==> config.mk <==
export PLATFORM = sky130hd
export DESIGN_NAME = pff_cell
export DESIGN_NICKNAME = d
export VERILOG_FILES = /design/src/packet_filter_first_match_assert.svh /design/src/pff_pkg.sv /design/src/pff_cell.sv
export SDC_FILE = /design/constraint.sdc
export NUM_CORES = 1
export LEC_CHECK = 0
export BUFFER_PORTS_ARGS = -buffer_cell sky130_fd_sc_hd__buf_2
export CORE_MARGIN = 3
export CORE_UTILIZATION = 35
export CTS_BUF_LIST = sky130_fd_sc_hd__clkbuf_8
export DETAILED_ROUTE_END_ITERATION = 12
export GPL_ROUTABILITY_DRIVEN = 0
export GPL_TIMING_DRIVEN = 1
export MAX_ROUTING_LAYER = met4
export PLACE_DENSITY = 0.63
export SYNTH_ARGS = -nofsm -noshare
export SYNTH_HDL_FRONTEND = slang
export SYNTH_SLANG_ARGS = --single-unit
==> constraint.sdc <==
create_clock -name clock -period 4.51 [get_ports clock]
set_clock_uncertainty 0.1 [all_clocks]
set_input_delay 0 -clock clock [delete_from_list [all_inputs] [get_ports clock]]
set_output_delay 0 -clock clock [all_outputs]
set_load 0.02 [all_outputs]
==> src/packet_filter_first_match_assert.svh <==
// ----------------------------------------------------------------------------
// Packet filter assertion macros
// Concurrent checks on the clock and reset of the module that uses them.
// ----------------------------------------------------------------------------
`ifndef PACKET_FILTER_FIRST_MATCH_ASSERT_SVH
`define PACKET_FILTER_FIRST_MATCH_ASSERT_SVH
// Implication checked on every clock edge outside reset.
`define PF_ASSERT_IMPLY(label, cond, prop, msg) \
   label: assert property (@(posedge clock) disable iff (reset) (cond) |-> (prop)) \
      else $error(msg);
// Implication checked in the cycle after the condition.
`define PF_ASSERT_NEXT(label, cond, prop, msg) \
   label: assert property (@(posedge clock) disable iff (reset) (cond) |=> (prop)) \
      else $error(msg);
`endif

==> src/pff_pkg.sv <==
`timescale 1ns / 1ps
// ----------------------------------------------------------------------------
// Packet filter package
// Shared constants and types of the first-match packet filter.
// ----------------------------------------------------------------------------
package pff_pkg;
   localparam int RULE_ENTRIES   = 16;
   localparam int PORTS_PER_RULE = 10;
   localparam int IDX_W  = 4;
   localparam int SLOT_W = 4;

   localparam logic [2:0] OP_CHECK    = 3'd0;
   localparam logic [2:0] OP_WR_ADDR  = 3'd1;
   localparam logic [2:0] OP_WR_ATTR  = 3'd2;
   localparam logic [2:0] OP_WR_PORT  = 3'd3;
   localparam logic [2:0] OP_RD_CNT   = 3'd4;

   localparam logic [1:0] KIND_ALL  = 2'd0;
   localparam logic [1:0] KIND_TCP  = 2'd1;
   localparam logic [1:0] KIND_UDP  = 2'd2;
   localparam logic [1:0] KIND_ICMP = 2'd3;

   localparam logic [7:0] PROTO_TCP  = 8'd6;
   localparam logic [7:0] PROTO_UDP  = 8'd17;
   localparam logic [7:0] PROTO_ICMP = 8'd1;

   localparam logic CSR_POLICY = 1'b0;
   localparam logic CSR_RULES  = 1'b1;

   // Broadcast from the controller to every rule cell.
   typedef struct packed {
      logic [2:0]  opcode;
      logic [3:0]  rule_index;
      logic [31:0] src_addr;
      logic [31:0] dst_addr;
      logic [31:0] source_mask;
      logic [31:0] dest_mask;
      logic [1:0]  pkind;
      logic [15:0] source_port;
      logic [15:0] dest_port;
      logic [15:0] total_length;
      logic [13:0] rule_attributes;
      logic [3:0]  port_slot;
      logic        attr_ok;
   } cmd_type;

   // Per-cell controls issued in the commit cycle.
   typedef struct packed {
      logic        wr;
      logic        bump;
   } cell_ctl_type;
endpackage

==> src/pff_cell.sv <==
`timescale 1ns / 1ps
// ----------------------------------------------------------------------------
// Packet filter rule cell
// Holds one rule and its counters, matches the broadcast packet, and
// passes the first-match chain to its neighbor.
// ----------------------------------------------------------------------------
module pff_cell
   import pff_pkg::*;
(
   input  logic         clock,
   input  logic         reset,
   input  cmd_type      cmd,
   input  logic         enabled,
   input  cell_ctl_type ctl,
   input  logic         hit_prev,
   output logic         hit_next,
   output logic         match_ff,
   output logic         accept,
   output logic [31:0]  pkt_cnt,
   output logic [31:0]  byte_cnt
);
   logic [31:0] src_ff, dst_ff, smask_ff, dmask_ff;
   logic [13:0] attr_ff;
   logic [15:0] port_ff [PORTS_PER_RULE];
   logic [31:0] pkt_ff, byte_ff;
   logic        match_in;
   logic [1:0]  kind;
   logic [3:0]  ns, nd;
   logic        sacc, dacc;

   assign kind = attr_ff[1:0];
   assign ns   = attr_ff[8:5];
   assign nd   = attr_ff[13:10];

   always_comb begin
      logic [4:0] k;
      sacc = (ns == 4'd0);
      dacc = (nd == 4'd0);
      for (int i = 0; i < PORTS_PER_RULE; i++) begin
         k = 5'(i);
         if (k < {1'b0, ns}) begin
            if (attr_ff[3] && ns >= 4'd2 && k < 5'd2) begin
               if (k == 5'd0 && port_ff[0] <= cmd.source_port
                   && cmd.source_port <= port_ff[1])
                  sacc = 1'b1;
            end else if (port_ff[i] == cmd.source_port) begin
               sacc = 1'b1;
            end
         end else if (k < 5'(ns) + 5'(nd)) begin
            if (attr_ff[4] && nd >= 4'd2 && k < 5'(ns) + 5'd2) begin
               if (k == 5'(ns) && port_ff[i] <= cmd.dest_port && (i + 1 < PORTS_PER_RULE)
                   && cmd.dest_port <= port_ff[(i + 1) % PORTS_PER_RULE])
                  dacc = 1'b1;
            end else if (port_ff[i] == cmd.dest_port) begin
               dacc = 1'b1;
            end
         end
      end
   end

   always_comb begin
      match_in = enabled && ((cmd.src_addr & smask_ff) == src_ff)
                 && ((cmd.dst_addr & dmask_ff) == dst_ff);
      if (kind != KIND_ALL) begin
         if (kind != cmd.pkind) match_in = 1'b0;
         else if (kind != KIND_ICMP)
            match_in = match_in && (5'(ns) + 5'(nd) <= 5'(PORTS_PER_RULE)) && sacc && dacc;
      end
   end

   assign hit_next = hit_prev | match_ff;
   assign accept   = attr_ff[2];
   assign pkt_cnt  = pkt_ff;
   assign byte_cnt = byte_ff;

   always_ff @(posedge clock) begin
      match_ff <= match_in;
      if (ctl.wr && cmd.opcode == OP_WR_ADDR) begin
         src_ff <= cmd.src_addr; dst_ff <= cmd.dst_addr;
         smask_ff <= cmd.source_mask; dmask_ff <= cmd.dest_mask;
      end
      if (ctl.wr && cmd.opcode == OP_WR_ATTR && cmd.attr_ok) attr_ff <= cmd.rule_attributes;
      for (int i = 0; i < PORTS_PER_RULE; i++)
         if (ctl.wr && cmd.opcode == OP_WR_PORT && cmd.port_slot == SLOT_W'(i))
            port_ff[i] <= cmd.source_port;
      if (reset || (ctl.wr && cmd.opcode == OP_WR_ATTR && cmd.attr_ok)) begin
         pkt_ff <= '0; byte_ff <= '0;
      end else if (ctl.bump) begin
         pkt_ff <= pkt_ff + 32'd1;
         byte_ff <= byte_ff + 32'(cmd.total_length);
      end
   end
endmodule
# Word level (Yosys, flattened, before mapping)
# Memory sizes are Yosys's and may differ from the RTL's.
# Index checks and enable logic that the tools add are counted.
word_totals:
  register_bits: 207
  word_cells: 299
  mem_count: 1
  ram_bits: 160
op_classes:
  n_eq_ne: 44
  bitwise: 3
  mux: 122
  order_cmp: 53
  n_addsub: 4
  reduce_logical: 64
mem_list:
  columns: ["memory", "words", "word_bits", "read_ports", "rd_clocked_by_memory_dff", "wr", "line", "text"]
  rows:
  - ["port_ff", 10, 16, 10, 0, 1, "pff_cell.sv:24", "logic [15:0] port_ff [PORTS_PER_RULE];"]
ops:
  columns: ["cell", "n"]
  rows:
  - ["== test 16 bit", 20]
  - ["less-or-equal comparator 16 bit", 20]
  - ["two-way mux 16 bit", 9]
  - ["OR reduction 16 bit", 9]
  - ["two-way mux 1 bit", 104]
  - ["bitwise AND 32 bit", 2]
  - ["== test 32 bit", 2]
  - ["logical AND 1 bit", 50]
  - ["less-than comparator 3 x 5 -> 1 bit, first input constant", 8]
  - ["two-way mux 4 bit", 9]
  - ["adder 32 x 1 -> 32 bit, second input constant", 1]
  - ["adder 32 x 16 -> 32 bit", 1]
  - ["less-than comparator 1 x 5 -> 1 bit, first input constant", 4]
  - ["less-than comparator 2 x 5 -> 1 bit, first input constant", 4]
  - ["less-than comparator 4 x 5 -> 1 bit, first input constant", 4]
  - ["== test 3 x 4 -> 1 bit, first input constant", 4]
  - ["== test 4 x 3 -> 1 bit, second input constant", 4]
  - ["less-than comparator 3 x 4 -> 1 bit, first input constant", 4]
  - ["logical NOT 4 bit", 3]
  - ["== test 2 x 4 -> 1 bit, first input constant", 2]
  - ["== test 4 x 2 -> 1 bit, second input constant", 2]
  - ["== test 4 bit, second input constant", 2]
  - [">= comparator 4 x 2 -> 1 bit, second input constant", 2]
  - ["less-than comparator 1 x 4 -> 1 bit, first input constant", 2]
  - ["15 further kinds", 18]

# Logic depth before layout (Yosys ltp)
logic_depth:
  ltp_word: 47
  mapped_depth: 12

# Worst setup path after synthesis
# Ideal clock, no wire load.
synth_timing:
  path_kind: "input to register"
  from: "input ctl[1] (netlist name)"
  to: "register dmask_ff[0], enable pin"
  required_ps: 3907
  slack_ps: 744
  t_arrival_ps: 3163
  cell_stages: 2
  path_cell_list: "nor2b_1 > and3b_1"
synth_via:
  elab_chain_cells: 1
synth_lines:
  columns: ["item", "line", "text"]
  rows:
  - ["start: declaration", "pff_cell.sv:14", "input cell_ctl_type ctl,"]
  - ["logical AND 1 bit", "pff_cell.sv:78", "if (ctl.wr && cmd.opcode == OP_WR_ADDR) begin"]
  - ["end signal: assignment", "pff_cell.sv:80", "smask_ff <= cmd.source_mask; dmask_ff <= cmd.dest_mask;"]
  - ["end: declaration", "pff_cell.sv:22", "logic [31:0] src_ff, dst_ff, smask_ff, dmask_ff;"]
# Every way passes these cells.
# A chain may end at the register's enable or synchronous reset.

# Worst setup path in the final report
layout_timing:
  from: "register attr_ff[5]"
  to: "register match_ff"
layout_via:
  elab_chain_cells: 47
layout_lines:
  columns: ["item", "line", "text"]
  rows:
  - ["start: declaration", "pff_cell.sv:23", "logic [13:0] attr_ff;"]
  - ["start signal: assignment", "pff_cell.sv:82", "if (ctl.wr && cmd.opcode == OP_WR_ATTR && cmd.attr_ok) attr_ff <= cmd.rule_attributes;"]
  - ["branches (longest 43 deep; another with adder 4 x 2 -> 5 bit)", null, null]
  - ["logical AND 1 bit *", "pff_cell.sv:67", "match_in = match_in && (5'(ns) + 5'(nd) <= 5'(PORTS_PER_RULE)) && sacc && dacc;"]
  - ["two-way mux 1 bit *", "pff_cell.sv:66", "else if (kind != KIND_ICMP)"]
  - ["two-way mux 1 bit *", "pff_cell.sv:65", "if (kind != cmd.pkind) match_in = 1'b0;"]
  - ["two-way mux 1 bit *", "pff_cell.sv:64", "if (kind != KIND_ALL) begin"]
  - ["via match_in", "pff_cell.sv:26", "logic match_in;"]
  - ["end signal: assignment", "pff_cell.sv:77", "match_ff <= match_in;"]
  - ["end: declaration", "pff_cell.sv:17", "output logic match_ff,"]
# Mark *: on every way through the listed nets, which the timed path passes.

==> results.md <==
- Crit start category: register
- Main area contributors after synthesis: edfxtp_1 (45%), ha_1 (14%), dfxtp_1 (6.4%)
- Setup ws final: 0.919 ns
- Largest net degree at the start of global routing: 66
- Post-Synth Simple-Gate Area: 0.124
- Longest Clk Path Bufs: 3
- Routed vias/inst: 5.24
- F_max: 279 MHz
- Status: complete, no violations
- Mux cell area share after synthesis: 0.00544
- # hold bufs at CTS: 333
- Crit path DAT: 4.08 ns
- Layout cells sized above 1: 0.167
- Peak supply drop: 0.289 mV
- WP data required: 5.00 ns
- Routed WL per cell: 20.0 um
- Layout area overhead: 34.5%
- Cts bufs inserted: 68
- WS Path Type: reg -> reg
- Post-Layout Cell Count: 3231
- DIE HEIGHT: 246 um
- Initial Util: 0.356
- Synth Area in Adders: 0.138
- Net Count, Synth: 2183
- Endpoints failing setup: 0
- Met3 WL: 4.15 mm
- Resize count post-CTS: 0
- H-tree depth: 3
- Post-synth EDFFs: 301
- Avg Cell Area, Syn: 11.6 um2
- Post-DP HPWL: 40.0 mm
- Hold depth: 2
- Met2 wire len: 32.1 mm
- Cells on worst reg2reg path: 10
- Inst Count DP: 2768
- TNS Setup: 0 ns
- Leak pwr: 11.0 nW
- Seq/Total Area, Yosys: 0.511
- # rows: 87
- Tcrit/Tclk final: 0.796
- Slew headroom: 0.303
- Tmin final: 3.59 ns
- Max-cap check violation count: 0
- Drt initial violations: 1032
- Final #Nets: 2847
- Mapped cell area: 0.0202 mm2
- Largest family of logic cells by synthesized area: adder cells
- Overall Power: 8.04 mW
- Final slew viol count: 0
- Buffers on Ports: 271
- Worst-skew pair later-pin latency: 0.66 ns
- Synth Area in Compound Gates: 0.0947
- Drt drc: 0
- GR Util All Layers: 0.215
- Path type of the worst min-delay path: in -> reg
- M1 WL: 25.4 mm
- CP Capture Type: register
- Vias in the first global route: 17600
- Clock root buffer: clkbuf_8
- Hold Fails Final Rpt: 0
- Worst slew pin tran: 1.05 ns
- Core ar.: 0.0568 mm2
- Yosys reg bits: 366
- # fillers: 4994
- Routed Antenna Nets: 0
- CP max FO: 11
- Highest routed layer: met4
- Global route overflow: 0
- Gate Count Post-Synth: 1751
- Post-CTS setup buffer count: 0
- Post-Place Setup Slack: 1.08 ns
- Worst-path clk slew: 0.07 ns
- PD cells: 295 mW/mm2
- RSZ-0062 raised after global routing: no
- Die area: 0.0607 mm2
- Dominant synthesized flop cell: edfxtp_1
- Initial DRT Pass Iterations: 6
- Final wirelength: 64.7 mm
- TritonCTS clock tree: yes
- First-pass GRT wire length: 98.0 mm
- Initial antenna violation count: 13
- Post-synth top area cell: edfxtp_1
- Chip width: 246 um
- Final Core Density: 0.479
- Xor/xnor cell area share of the yosys netlist: 0.103
- Clock Sinks: 366
- Synth async-reset ratio: 0
- Distinct cells, synth: 76
- YS warnings: 0
- Top cell type's share of synthesized area: 0.447
- Register-to-Register Setup Slack: 0.92 ns
- Via count: 16900
- I/O pins: 277
[synthesized netlist by cell type (8+ instances only)]
cell and n:
nor2_1 108, a21o_1 31, mux2i_1 11, buf_2 16, nand4_1 71, o21a_1 14
o21ai_0 50, and3_1 10, edfxtp_1 301, nor3_1 36, nor4_1 39, nand2_1 128
dfxtp_1 65, xnor2_1 98, a21oi_1 114, nand3_1 34, clkbuf_1 10, o211ai_1 10
ha_1 220, xor2_1 138, inv_1 91, a211oi_1 11, or3_1 12, nand2b_1 8
nor2b_1 14
[where the power goes]
group / leakage [nW] / internal (mW) / switching, mW / total (mW)
Clock: 0.720 / 1.54 / 1.52 / 3.06
Sequential: 3.25 / 3.73 / 0.0478 / 3.77
Combinational: 7.08 / 0.571 / 0.636 / 1.21
[worst paths after layout]
kind           startpoint            to
max            attr_ff[5]      match_ff
min                cmd[0]    attr_ff[2]
max reg2reg    attr_ff[5]      match_ff
min reg2reg  byte_cnt[30]  byte_cnt[30]
[final cells by class]
| cell class | instances | area (um2) | share of cell area |
|---|---|---|---|
| inverter | 91 | 342 | 0.0125 |
| multi-input combinational | 1261 | 9450 | 0.347 |
| sequential | 366 | 10300 | 0.380 |
| timing repair buffer | 627 | 4860 | 0.179 |
| tap | 756 | 946 | 0.0347 |
| antenna | 12 | 30.0 | 0.00110 |
| clock inverter | 47 | 275 | 0.0101 |
| clock buffer | 71 | 977 | 0.0359 |
[state kept, by name, indices dropped and copies added (netlist names)]
signal    flops
attr_ff      13
byte_cnt     32
dmask_ff     32
dst_ff       32
match_ff      1
pkt_cnt      32
port_ff     160
smask_ff     32
src_ff       32
[critical path: stages, from the launching register on]
cell	delay, ns
edfxtp_1	0.57
ha_1	0.32
fa_1	0.44
and2_1	0.20
o21ai_0	0.21
nand3_1	0.12
nor3_1	0.19
nor2_1	0.11
nor4_1	0.44
dlygate4sd3_1	0.66
o311a_1	0.16
[logic make-up (layout without fill, tap and decap cells)]
logic type	Yosys count	in the layout
simple gates	498	498
flops	366	366
compound gates	293	293
xor+xnor	237	237
fa+ha+maj	222	222
buf+inv	124	836
mux	11	11
other cells	0	12
[per-stage QoR]
step / hold slack, ns / cell area, um2
after floorplan: -0.00113 / 20200
after global placement: 0.0768 / 22600
after detailed placement: 0.0781 / 22600
after CTS: 0.0116 / 27200
after global routing: 0.0588 / 27200
final: 0.0643 / 27200
[routing by layer]
| layer | up-vias | global-route usage |
|---|---|---|
| met5 | - | - |
| met4 | 0 | 0.0991 |
| met3 | 212 | 0.0451 |
| met2 | 684 | 0.368 |
| met1 | 8199 | 0.241 |
| li1 | 7836 | - |
[cells in the final DEF (no fill, tap or decap), types with 8 or more instances in the layout]
cell type	netlist	final
buf_2	16	271
nand2_1	128	128
o21ai_0	50	50
dlygate4sd3_1	0	333
clkinv_2	0	8
a21o_1	31	31
clkbuf_8	0	71
or3_1	12	12
nor3_1	36	32
inv_1	91	111
nor2_1	108	108
o211ai_1	10	10
a211oi_1	11	11
xor2_1	138	138
nand3_1	34	34
o21a_1	14	14
mux2i_1	11	11
xnor2_1	98	98
nor4_1	39	38
diode_2	0	12
nor2b_1	14	14
edfxtp_1	301	301
ha_1	220	220
clkinv_1	0	12
dfxtp_1	65	65
nand2b_1	8	8
a21oi_1	114	114
nand4_1	71	71
buf_4	1	23
and3_1	10	10
Power figures use the tool's default switching activity.
